[config.mk]
export PLATFORM = sky130hd
export DESIGN_NAME = mac_keyed_table_with_aging_top
export DESIGN_NICKNAME = d
export VERILOG_FILES = /design/src/rtl/mkt_pkg.sv /design/src/rtl/mac_keyed_table_with_aging_top.sv /design/src/rtl/mkt_store.sv /design/src/rtl/mkt_cmp.sv
export VERILOG_INCLUDE_DIRS = /design/src /design/src/rtl
export SDC_FILE = /design/constraint.sdc
export NUM_CORES = 2
export LEC_CHECK = 0
export ABC_AREA = 1
export BUFFER_PORTS_ARGS = -buffer_cell sky130_fd_sc_hd__buf_2
export CAP_MARGIN = 20
export CORE_ASPECT_RATIO = 0.5
export CORE_MARGIN = 3
export CORE_UTILIZATION = 35
export DETAILED_ROUTE_END_ITERATION = 6
export SLEW_MARGIN = 15
export SYNTH_ARGS = -nofsm -noshare
export SYNTH_HDL_FRONTEND = slang
export SYNTH_HIERARCHICAL = 1
export SYNTH_SLANG_ARGS = --single-unit
[constraint.sdc]
create_clock -name i_clk -period 4.5 [get_ports i_clk]
set_input_delay 0.225 -clock i_clk [delete_from_list [all_inputs] [get_ports i_clk]]
set_output_delay 0.225 -clock i_clk [all_outputs]
set_load 0.03 [all_outputs]
[src/rtl/mac_keyed_table_with_aging_top_macros.svh]
// ----------------------------------------------------------------------------
// Assertion macros for the MAC keyed table
// Checks compile to nothing when SYNTHESIS is defined.
// ----------------------------------------------------------------------------
`ifndef MAC_KEYED_TABLE_WITH_AGING_TOP_MACROS_SVH
`define MAC_KEYED_TABLE_WITH_AGING_TOP_MACROS_SVH
`ifndef SYNTHESIS
// plain property, sampled on clk, off while in reset
`define MKT_ASSERT(lbl, clk, rstn, prop, msg) \
    lbl: assert property (@(posedge clk) disable iff (!rstn) (prop)) else $error(msg);
// overlapping implication
`define MKT_ASSERT_IMP(lbl, clk, rstn, ante, cons, msg) \
    lbl: assert property (@(posedge clk) disable iff (!rstn) (ante) |-> (cons)) else $error(msg);
// next-cycle implication
`define MKT_ASSERT_NXT(lbl, clk, rstn, ante, cons, msg) \
    lbl: assert property (@(posedge clk) disable iff (!rstn) (ante) |=> (cons)) else $error(msg);
`else
`define MKT_ASSERT(lbl, clk, rstn, prop, msg)
`define MKT_ASSERT_IMP(lbl, clk, rstn, ante, cons, msg)
`define MKT_ASSERT_NXT(lbl, clk, rstn, ante, cons, msg)
`endif
`endif

[src/rtl/mkt_pkg.sv]
// ----------------------------------------------------------------------------
// mkt_pkg
// Shared constants and types of the MAC keyed table.
// ----------------------------------------------------------------------------
package mkt_pkg;

    localparam int MKT_TABLE_SLOTS = 16;
    localparam int MKT_MAC_W       = 48;
    localparam int MKT_TIME_W      = 32;
    localparam int MKT_STATUS_W    = 2;
    localparam int MKT_SLOT_W      = 4;
    localparam int MKT_COUNT_W     = 5;

    localparam logic [MKT_TIME_W-1:0] MKT_TIMEOUT_RST = 32'd10000;

    typedef enum logic [MKT_STATUS_W-1:0] {
        ST_FOUND   = 2'd0,
        ST_CREATED = 2'd1,
        ST_FULL    = 2'd2,
        ST_SWEEP   = 2'd3
    } t_status;

    // actions carried by an input item
    localparam logic ACT_LOOKUP = 1'b0;
    localparam logic ACT_SWEEP  = 1'b1;

endpackage

[src/rtl/mac_keyed_table_with_aging_top.sv]
// ----------------------------------------------------------------------------
// mac_keyed_table_with_aging_top
// Address table of TABLE_SLOTS entries with lookup/create and age-out sweep.
// ----------------------------------------------------------------------------
//  channel  | signals                                   | moves
//  ---------+-------------------------------------------+--------------------------
//  in       | i_in_valid / o_in_stall                   | action, mac_address, now_ms
//  out      | o_out_valid / i_out_stall                 | status, slot, counts
//  cfg      | i_cfg_valid / o_cfg_ready, i_cfg_data     | age_timeout
//
//  An item is walked to the end before the block takes the next one: the
//  walk reads one slot per cycle from the single read port of the key/time
//  memories, the drain state takes in the last read, the final state writes
//  back and loads the result register, and the idle state takes the next item.
//  Reset (synchronous, active low) clears all active marks, the active count
//  and the timeout (10000); keys and times need no clearing.
//  A stalled result holds in the output register; the next item is accepted
//  meanwhile and waits in the final state until the register frees up.
//  The config port is always ready.
// ----------------------------------------------------------------------------
`include "mac_keyed_table_with_aging_top_macros.svh"

module mac_keyed_table_with_aging_top
    import mkt_pkg::*;
#(
    parameter int TABLE_SLOTS = MKT_TABLE_SLOTS
) (
    input  logic                    i_clk,
    input  logic                    i_rst_n,
    // input items
    input  logic                    i_in_valid,
    output logic                    o_in_stall,
    input  logic                    i_action,
    input  logic [MKT_MAC_W-1:0]    i_mac_address,
    input  logic [MKT_TIME_W-1:0]   i_now_ms,
    // result items
    output logic                    o_out_valid,
    input  logic                    i_out_stall,
    output logic [MKT_STATUS_W-1:0] o_status,
    output logic [MKT_SLOT_W-1:0]   o_slot_index,
    output logic [MKT_COUNT_W-1:0]  o_active_count,
    output logic [MKT_COUNT_W-1:0]  o_removed_count,
    // configuration
    input  logic                    i_cfg_valid,
    output logic                    o_cfg_ready,
    input  logic [MKT_TIME_W-1:0]   i_cfg_data
);

    localparam int IW = (TABLE_SLOTS > 1) ? $clog2(TABLE_SLOTS) : 1;
    localparam int CW = $clog2(TABLE_SLOTS + 1);
    localparam logic [IW-1:0] LAST_IDX = IW'(TABLE_SLOTS - 1);
    localparam logic [CW-1:0] FULL_CNT = CW'(TABLE_SLOTS);

    typedef enum logic [3:0] {
        S_IDLE  = 4'b0001,
        S_RD    = 4'b0010,
        S_DRAIN = 4'b0100,
        S_FIN   = 4'b1000
    } t_state;

    t_state r_state, n_state;

    // item held during the walk
    logic                  r_act;
    logic [MKT_MAC_W-1:0]  r_mac;
    logic [MKT_TIME_W-1:0] r_now;

    // walk pointers: r_idx issues reads, r_cidx tags the returning data
    logic [IW-1:0] r_idx;
    logic [IW-1:0] r_cidx;
    logic          r_cvld;

    // search results
    logic          r_hit_vld, r_spr_vld;
    logic [IW-1:0] r_hit_idx, r_spr_idx;
    logic [CW-1:0] r_rm_cnt;

    // table state
    logic [TABLE_SLOTS-1:0] r_active;
    logic [CW-1:0]          r_active_cnt;
    logic [MKT_TIME_W-1:0]  r_timeout;

    // result register
    logic                    r_out_valid;
    t_status                 r_out_status;
    logic [IW-1:0]           r_out_slot;
    logic [CW-1:0]           r_out_active;
    logic [CW-1:0]           r_out_removed;

    logic [MKT_MAC_W-1:0]  w_key;
    logic [MKT_TIME_W-1:0] w_ts;
    logic                  w_slot_act;
    logic                  w_hit, w_expire;
    logic                  w_accept;
    logic                  w_load;
    logic                  w_create;
    logic                  w_found;
    logic [IW-1:0]         w_wr_addr;

    assign o_cfg_ready = 1'b1;
    assign o_in_stall  = (r_state != S_IDLE);
    assign w_accept    = i_in_valid && !o_in_stall;
    // final cycle completes once the result register can take the item
    assign w_load      = (r_state == S_FIN) && (!r_out_valid || !i_out_stall);

    assign w_found   = (r_act == ACT_LOOKUP) && r_hit_vld;
    assign w_create  = (r_act == ACT_LOOKUP) && !r_hit_vld && r_spr_vld;
    assign w_wr_addr = r_hit_vld ? r_hit_idx : r_spr_idx;
    assign w_slot_act = r_cvld && r_active[r_cidx];

    mkt_store #(
        .SLOTS (TABLE_SLOTS),
        .IW    (IW)
    ) u_store (
        .i_clk     (i_clk),
        .i_rd_addr (r_idx),
        .i_wr_addr (w_wr_addr),
        .i_key_we  (w_load && w_create),
        .i_key_wd  (r_mac),
        .i_ts_we   (w_load && (w_create || w_found)),
        .i_ts_wd   (r_now),
        .o_key     (w_key),
        .o_ts      (w_ts)
    );

    mkt_cmp u_cmp (
        .i_sweep   (r_act == ACT_SWEEP),
        .i_active  (w_slot_act),
        .i_key     (w_key),
        .i_addr    (r_mac),
        .i_last    (w_ts),
        .i_now     (r_now),
        .i_timeout (r_timeout),
        .o_hit     (w_hit),
        .o_expire  (w_expire)
    );

    // sequencer
    always_comb begin
        n_state = r_state;
        unique case (r_state)
            S_IDLE: begin
                if (w_accept) n_state = S_RD;
            end
            S_RD: begin
                if (r_idx == LAST_IDX) n_state = S_DRAIN;
            end
            S_DRAIN: begin
                n_state = S_FIN;
            end
            S_FIN: begin
                if (w_load) n_state = S_IDLE;
            end
            default: n_state = S_IDLE;
        endcase
    end

    always_ff @(posedge i_clk) begin
        if (!i_rst_n) begin
            r_state      <= S_IDLE;
            r_cvld       <= 1'b0;
            r_active     <= '0;
            r_active_cnt <= '0;
            r_timeout    <= MKT_TIMEOUT_RST;
            r_out_valid  <= 1'b0;
            r_idx        <= '0;
            r_hit_vld    <= 1'b0;
            r_spr_vld    <= 1'b0;
            r_rm_cnt     <= '0;
        end else begin
            r_state <= n_state;

            if (i_cfg_valid) begin
                r_timeout <= i_cfg_data;
            end

            // data for r_cidx returns the cycle after its read
            r_cvld <= (r_state == S_RD);
            r_cidx <= r_idx;

            if (w_accept) begin
                r_idx     <= '0;
                r_hit_vld <= 1'b0;
                r_spr_vld <= 1'b0;
                r_rm_cnt  <= '0;
            end else if (r_state == S_RD && r_idx != LAST_IDX) begin
                r_idx <= r_idx + 1'b1;
            end

            if (r_cvld) begin
                if (w_hit && !r_hit_vld) begin
                    r_hit_vld <= 1'b1;
                    r_hit_idx <= r_cidx;
                end
                if (!r_active[r_cidx] && !r_spr_vld) begin
                    r_spr_vld <= 1'b1;
                    r_spr_idx <= r_cidx;
                end
                if (w_expire) begin
                    r_active[r_cidx] <= 1'b0;
                    r_active_cnt     <= r_active_cnt - 1'b1;
                    r_rm_cnt         <= r_rm_cnt + 1'b1;
                end
            end

            if (w_load && w_create) begin
                r_active[r_spr_idx] <= 1'b1;
                r_active_cnt        <= r_active_cnt + 1'b1;
            end

            if (w_load) begin
                r_out_valid <= 1'b1;
            end else if (!i_out_stall) begin
                r_out_valid <= 1'b0;
            end
        end
    end

    // payload capture
    always_ff @(posedge i_clk) begin
        if (w_accept) begin
            r_act <= i_action;
            r_mac <= i_mac_address;
            r_now <= i_now_ms;
        end
        if (w_load) begin
            if (r_act == ACT_SWEEP) begin
                r_out_status  <= ST_SWEEP;
                r_out_slot    <= '0;
                r_out_active  <= r_active_cnt;
                r_out_removed <= r_rm_cnt;
            end else if (r_hit_vld) begin
                r_out_status  <= ST_FOUND;
                r_out_slot    <= r_hit_idx;
                r_out_active  <= r_active_cnt;
                r_out_removed <= '0;
            end else if (r_spr_vld) begin
                r_out_status  <= ST_CREATED;
                r_out_slot    <= r_spr_idx;
                r_out_active  <= r_active_cnt + 1'b1;
                r_out_removed <= '0;
            end else begin
                r_out_status  <= ST_FULL;
                r_out_slot    <= '0;
                r_out_active  <= r_active_cnt;
                r_out_removed <= '0;
            end
        end
    end

    assign o_out_valid     = r_out_valid;
    assign o_status        = r_out_status;
    assign o_slot_index    = MKT_SLOT_W'(r_out_slot);
    assign o_active_count  = MKT_COUNT_W'(r_out_active);
    assign o_removed_count = MKT_COUNT_W'(r_out_removed);

    // checks
    `MKT_ASSERT(a_cnt_match, i_clk, i_rst_n, int'(r_active_cnt) == $countones(r_active), "active count out of step with marks")
    `MKT_ASSERT_NXT(a_accept_walk, i_clk, i_rst_n, w_accept, r_state == S_RD, "accepted item did not start a walk")
    `MKT_ASSERT_NXT(a_fin_hold, i_clk, i_rst_n, r_state == S_FIN && r_out_valid && i_out_stall, r_state == S_FIN, "result dropped while output stalled")
    `MKT_ASSERT_IMP(a_no_overfill, i_clk, i_rst_n, w_load && w_create, r_active_cnt < FULL_CNT, "slot created in a full table")

endmodule

[src/rtl/mkt_store.sv]
// ----------------------------------------------------------------------------
// mkt_store
// Key and last-seen memories, one write and one registered read port.
// ----------------------------------------------------------------------------
module mkt_store
    import mkt_pkg::*;
#(
    parameter int SLOTS = MKT_TABLE_SLOTS,
    parameter int IW    = 4
) (
    input  logic                  i_clk,
    input  logic [IW-1:0]         i_rd_addr,
    input  logic [IW-1:0]         i_wr_addr,
    input  logic                  i_key_we,
    input  logic [MKT_MAC_W-1:0]  i_key_wd,
    input  logic                  i_ts_we,
    input  logic [MKT_TIME_W-1:0] i_ts_wd,
    output logic [MKT_MAC_W-1:0]  o_key,
    output logic [MKT_TIME_W-1:0] o_ts
);

    logic [MKT_MAC_W-1:0]  r_key_mem [SLOTS];
    logic [MKT_TIME_W-1:0] r_ts_mem  [SLOTS];
    logic [MKT_MAC_W-1:0]  r_key;
    logic [MKT_TIME_W-1:0] r_ts;

    always_ff @(posedge i_clk) begin
        if (i_key_we) begin
            r_key_mem[i_wr_addr] <= i_key_wd;
        end
        if (i_ts_we) begin
            r_ts_mem[i_wr_addr] <= i_ts_wd;
        end
        r_key <= r_key_mem[i_rd_addr];
        r_ts  <= r_ts_mem[i_rd_addr];
    end

    assign o_key = r_key;
    assign o_ts  = r_ts;

endmodule

[src/rtl/mkt_cmp.sv]
// ----------------------------------------------------------------------------
// mkt_cmp
// Per-slot compare unit: key match for lookups, age check for sweeps.
// ----------------------------------------------------------------------------
module mkt_cmp
    import mkt_pkg::*;
(
    input  logic                  i_sweep,
    input  logic                  i_active,
    input  logic [MKT_MAC_W-1:0]  i_key,
    input  logic [MKT_MAC_W-1:0]  i_addr,
    input  logic [MKT_TIME_W-1:0] i_last,
    input  logic [MKT_TIME_W-1:0] i_now,
    input  logic [MKT_TIME_W-1:0] i_timeout,
    output logic                  o_hit,
    output logic                  o_expire
);

    logic [MKT_TIME_W-1:0] w_age;

    // wrapping age, modulo 2^32
    assign w_age    = i_now - i_last;
    assign o_hit    = !i_sweep && i_active && (i_key == i_addr);
    assign o_expire = i_sweep && i_active && (w_age > i_timeout);

endmodule

==> impl_metrics.tcl <==
set metrics [dict create \
    status "completed" \
    slowest_stage "fa_1" \
    startpoint_type "flip-flop" \
    rsz0062_at_grt "false" \
    crit_buf_inv 5 \
    min_period_over_period_pct 90.2 \
    clockBufferDepth 4 \
    drive_gt1_share_pct 8.10 \
    avgSynthCellArea_sq_um 9.99 \
    grt_pass1_wl_mm 267 \
    path_common_cell "nand2_1" \
    yosysMostFrequentCell "nand2_1" \
    p_leak_uw 0.0328 \
    cts.sinks 1539 \
    criticalPathCategory "reg -> reg" \
    vias_per_cell 4.74 \
    drt_iter0_drc 4532 \
    power_density_mw_per_mm2 385 \
    switchingPower_uw 6640 \
    die_x_microns 625 \
    skew_ns 0.0851 \
    timing.rr.end "r_active_cnt[0]$_SDFFE_PN0P_" \
    clkPwrFrac_pct 41.2 \
    route.detailed.drc 0 \
    drv_slew 0 \
    synth_edf_count 1389 \
    worst_setup_path_end_kind "flip-flop" \
    syn_nets 6889 \
    crit_path_start "r_now[0]$_DFFE_PP_" \
    stdcell_area_sq_mm 0.0775 \
    seq_area_frac_synth_pct 66.8 \
    hold_path.class "in -> reg" \
    crit_family "simple AND/OR/NAND/NOR gates" \
    vias 45700 \
    crit_arrival_ns 4.71 \
    ir_worst_vdd_v 0.000280 \
    min_from "i_cfg_valid" \
    synth_flop_cell "edfxtp_1" \
    final_antenna_net_count 0 \
    holdPathEnd "r_timeout[3]$_SDFFE_PN0P_" \
    yosys.area.top_type "edfxtp_1" \
    worstReg2RegStart "r_now[0]$_DFFE_PP_" \
    dieArea_sq_mm 0.197 \
    overflow 0 \
    postSynthCellCount 6703 \
    drv_cap 0 \
    setup_viol 0 \
    finalSetupTns_ns 0 \
    dp_cells 9214 \
    clk_pin_slew_worst_paths_ns 0.07 \
    dp_slack_ns 0.303 \
    io_buffers 135 \
    critical_path_required_ns 5.15 \
    r2r_slack_ns 0.44 \
    gp_congestion 0.863 \
    core_area_sq_mm 0.188 \
    tightestPinTransition_ns 1.10 \
    r2r_cells 26 \
    syn_to_final_growth_pct 15.7 \
    first_global_vias 42800 \
    async_reset_ff_share_pct 0 \
    die_y_microns 315 \
    p_comb_share_pct 5.1 \
    synth.top_cells.by_count "nand2_1 (2117), edfxtp_1 (1389), inv_1 (1214), nand3_1 (1018), buf_2 (186)" \
    cts_buffers 153 \
    h-tree-depth 4 \
    num-nets-final 7198 \
    grt_usage_pct 17.8 \
    cp_max_fo 10 \
    tritoncts "yes" \
    placed_cell_area_sq_mm 0.0713 \
    rows 112 \
    clockRootBuffer "clkbuf_16" \
    post-route-worst-setup-slack_ns 0.440 \
    p_sw_share_pct 22.3 \
    grt_max_degree 168 \
    intPower_uw 23200 \
    power_frac_seq_pct 53.7 \
    syn-cell-area_sq_mm 0.0670 \
    ioPinCount 137 \
    drtPass1Iterations 6 \
    synth_area_leaders "edfxtp_1 (62%), nand2_1 (12%), nand3_1 (7.6%), inv_1 (6.8%), dfxtp_1 (4.5%)" \
    hpwl_mm 100 \
    cts_setup_buffers 0 \
    clock_latency_ns 0.83 \
    finalHoldViolations 0 \
    synth_top_cell_area_share_pct 62.3 \
    initial_core_util_pct 35.6 \
    yosysUniqueCellTypes 42 \
    antenna_found_initial 8 \
    hold_path_depth 3 \
    critical-path-max-stage-delay_ns 0.45 \
    drt_wl_total_mm 178 \
    layout_min_cycle_time_ns 4.06 \
    relSlewSlack_pct 26.7 \
    wire_per_inst_microns 18.5 \
    stdcell_count 9631 \
    max_freq_ghz 0.246 \
    yosysWarnings 6 \
    ys_seq_elements 1539 \
]
worst max-delay path by stage:
stage                                                    end  slack [ns]  cells after the start
after floorplan           u_store/r_key_mem[11][0]$_DFFE_PP_       -0.40                      6
after global placement                r_rm_cnt[4]$_SDFF_PN0_        0.25                     25
after detailed placement             r_active[13]$_SDFF_PN0_        0.30                     25
after CTS                            r_active[13]$_SDFF_PN0_        0.25                     25
after global routing                  r_active[4]$_SDFF_PN0_        0.08                     25
final                           r_active_cnt[0]$_SDFFE_PN0P_        0.44                     26
per-layer routing:
layer	GRT usage (%)	wire length [microns]
met3	2.90	12300
met1	25.8	82400
met2	27.4	78600
met5	0	13
met4	5.34	4950
registers in the layout, indices dropped and copies added (netlist names), 16 cells and up:
register           flops
r_timeout             32
u_store/r_key_mem    768
u_store/r_ts_mem     512
r_now                 32
r_mac                 48
u_store/o_ts          32
u_store/o_key         48
r_active              16
metrics by stage:
stage,hold slack (ns),power [uW],util (%)
global route,0.106,30900,41.1
detailed placement,0.404,17800,37.9
global placement,0.402,17700,37.9
floorplan,0.324,17100,-
finish,0.0850,29800,41.1
CTS,0.0199,30100,41.1
cells by family after synthesis:
logic type | count (synthesis) | synth area share, %
other | 1 | 0.00560
DFF | 1539 | 66.8
and+or+nand+nor | 3389 | 21.2
adders and majority gates | 68 | 1.28
xor gates and xnor gates | 35 | 0.458
buffers and inverters | 1511 | 8.99
AOI/OAI and AO/OA | 160 | 1.26
repair_timing:
action / in CTS / in global routing
hold endpoints to repair: 123 / 0
hold buffers: 151 / 0
setup endpoints to repair: 0 / 19
resized for setup: 0 / 3
area by class of cell:
cell class / count / area [sq um]
tap: 2508 / 3140
multi-input combinational: 3653 / 16500
antenna: 2 / 5.00
inverter: 1225 / 4640
sequential: 1539 / 44700
fill: 17900 / 111000
clock buffer: 207 / 4210
timing repair buffer: 440 / 3890
clock inverter: 57 / 432
power groups by stage:
stage | combinational [uW] | clock (uW) | sequential (uW)
final | 1530 | 12300 | 16000
after global routing | 1710 | 13100 | 16000
after CTS | 1530 | 12600 | 16000
after detailed placement | 1410 | 0 | 16300
after global placement | 1410 | 0 | 16300
after floorplan | 843 | 0 | 16300
tightest hold or removal path: cells and delay by family:
family	cells	cell delay [ns]
compound gates	1	0.24
buf+inv	1	0.28
simple gates	1	0.04
layout by cell type (no fill, tap or decap), types with 3 or more instances in the layout:
cell type      netlist  layout
clkinvlp_4           0       5
o21a_1               5       5
nor2_1             175     152
inv_1             1214    1212
clkbuf_16            0     155
buf_12               0      44
ha_1                67      67
nand3b_1             5       5
inv_8                0       4
edfxtp_1          1389    1389
buf_2              186     135
clkbuf_8             0      14
o21bai_1             3       3
inv_2                9       5
nand4_1             21      21
nand2_1           2117    2117
dfxtp_1            150     146
o21ai_0             62      62
nor2_4               2      24
clkinv_2             1      20
inv_6                0       7
clkbuf_1            48      38
buf_4               26     110
o22ai_1             13      13
nor3_1              18       8
bufinv_16            0       5
xnor2_1             16      16
a21oi_1             71      69
nor3_2               1      11
nand3_1           1018    1018
clkinv_1             0      20
o21ai_1              3       3
nor2_2               6       7
dlygate4sd3_1        0     151
nand2_2             15      15
xor2_1              19      19
dfxtp_4              0       4
Note: power is estimated with default switching activity, not from simulation.
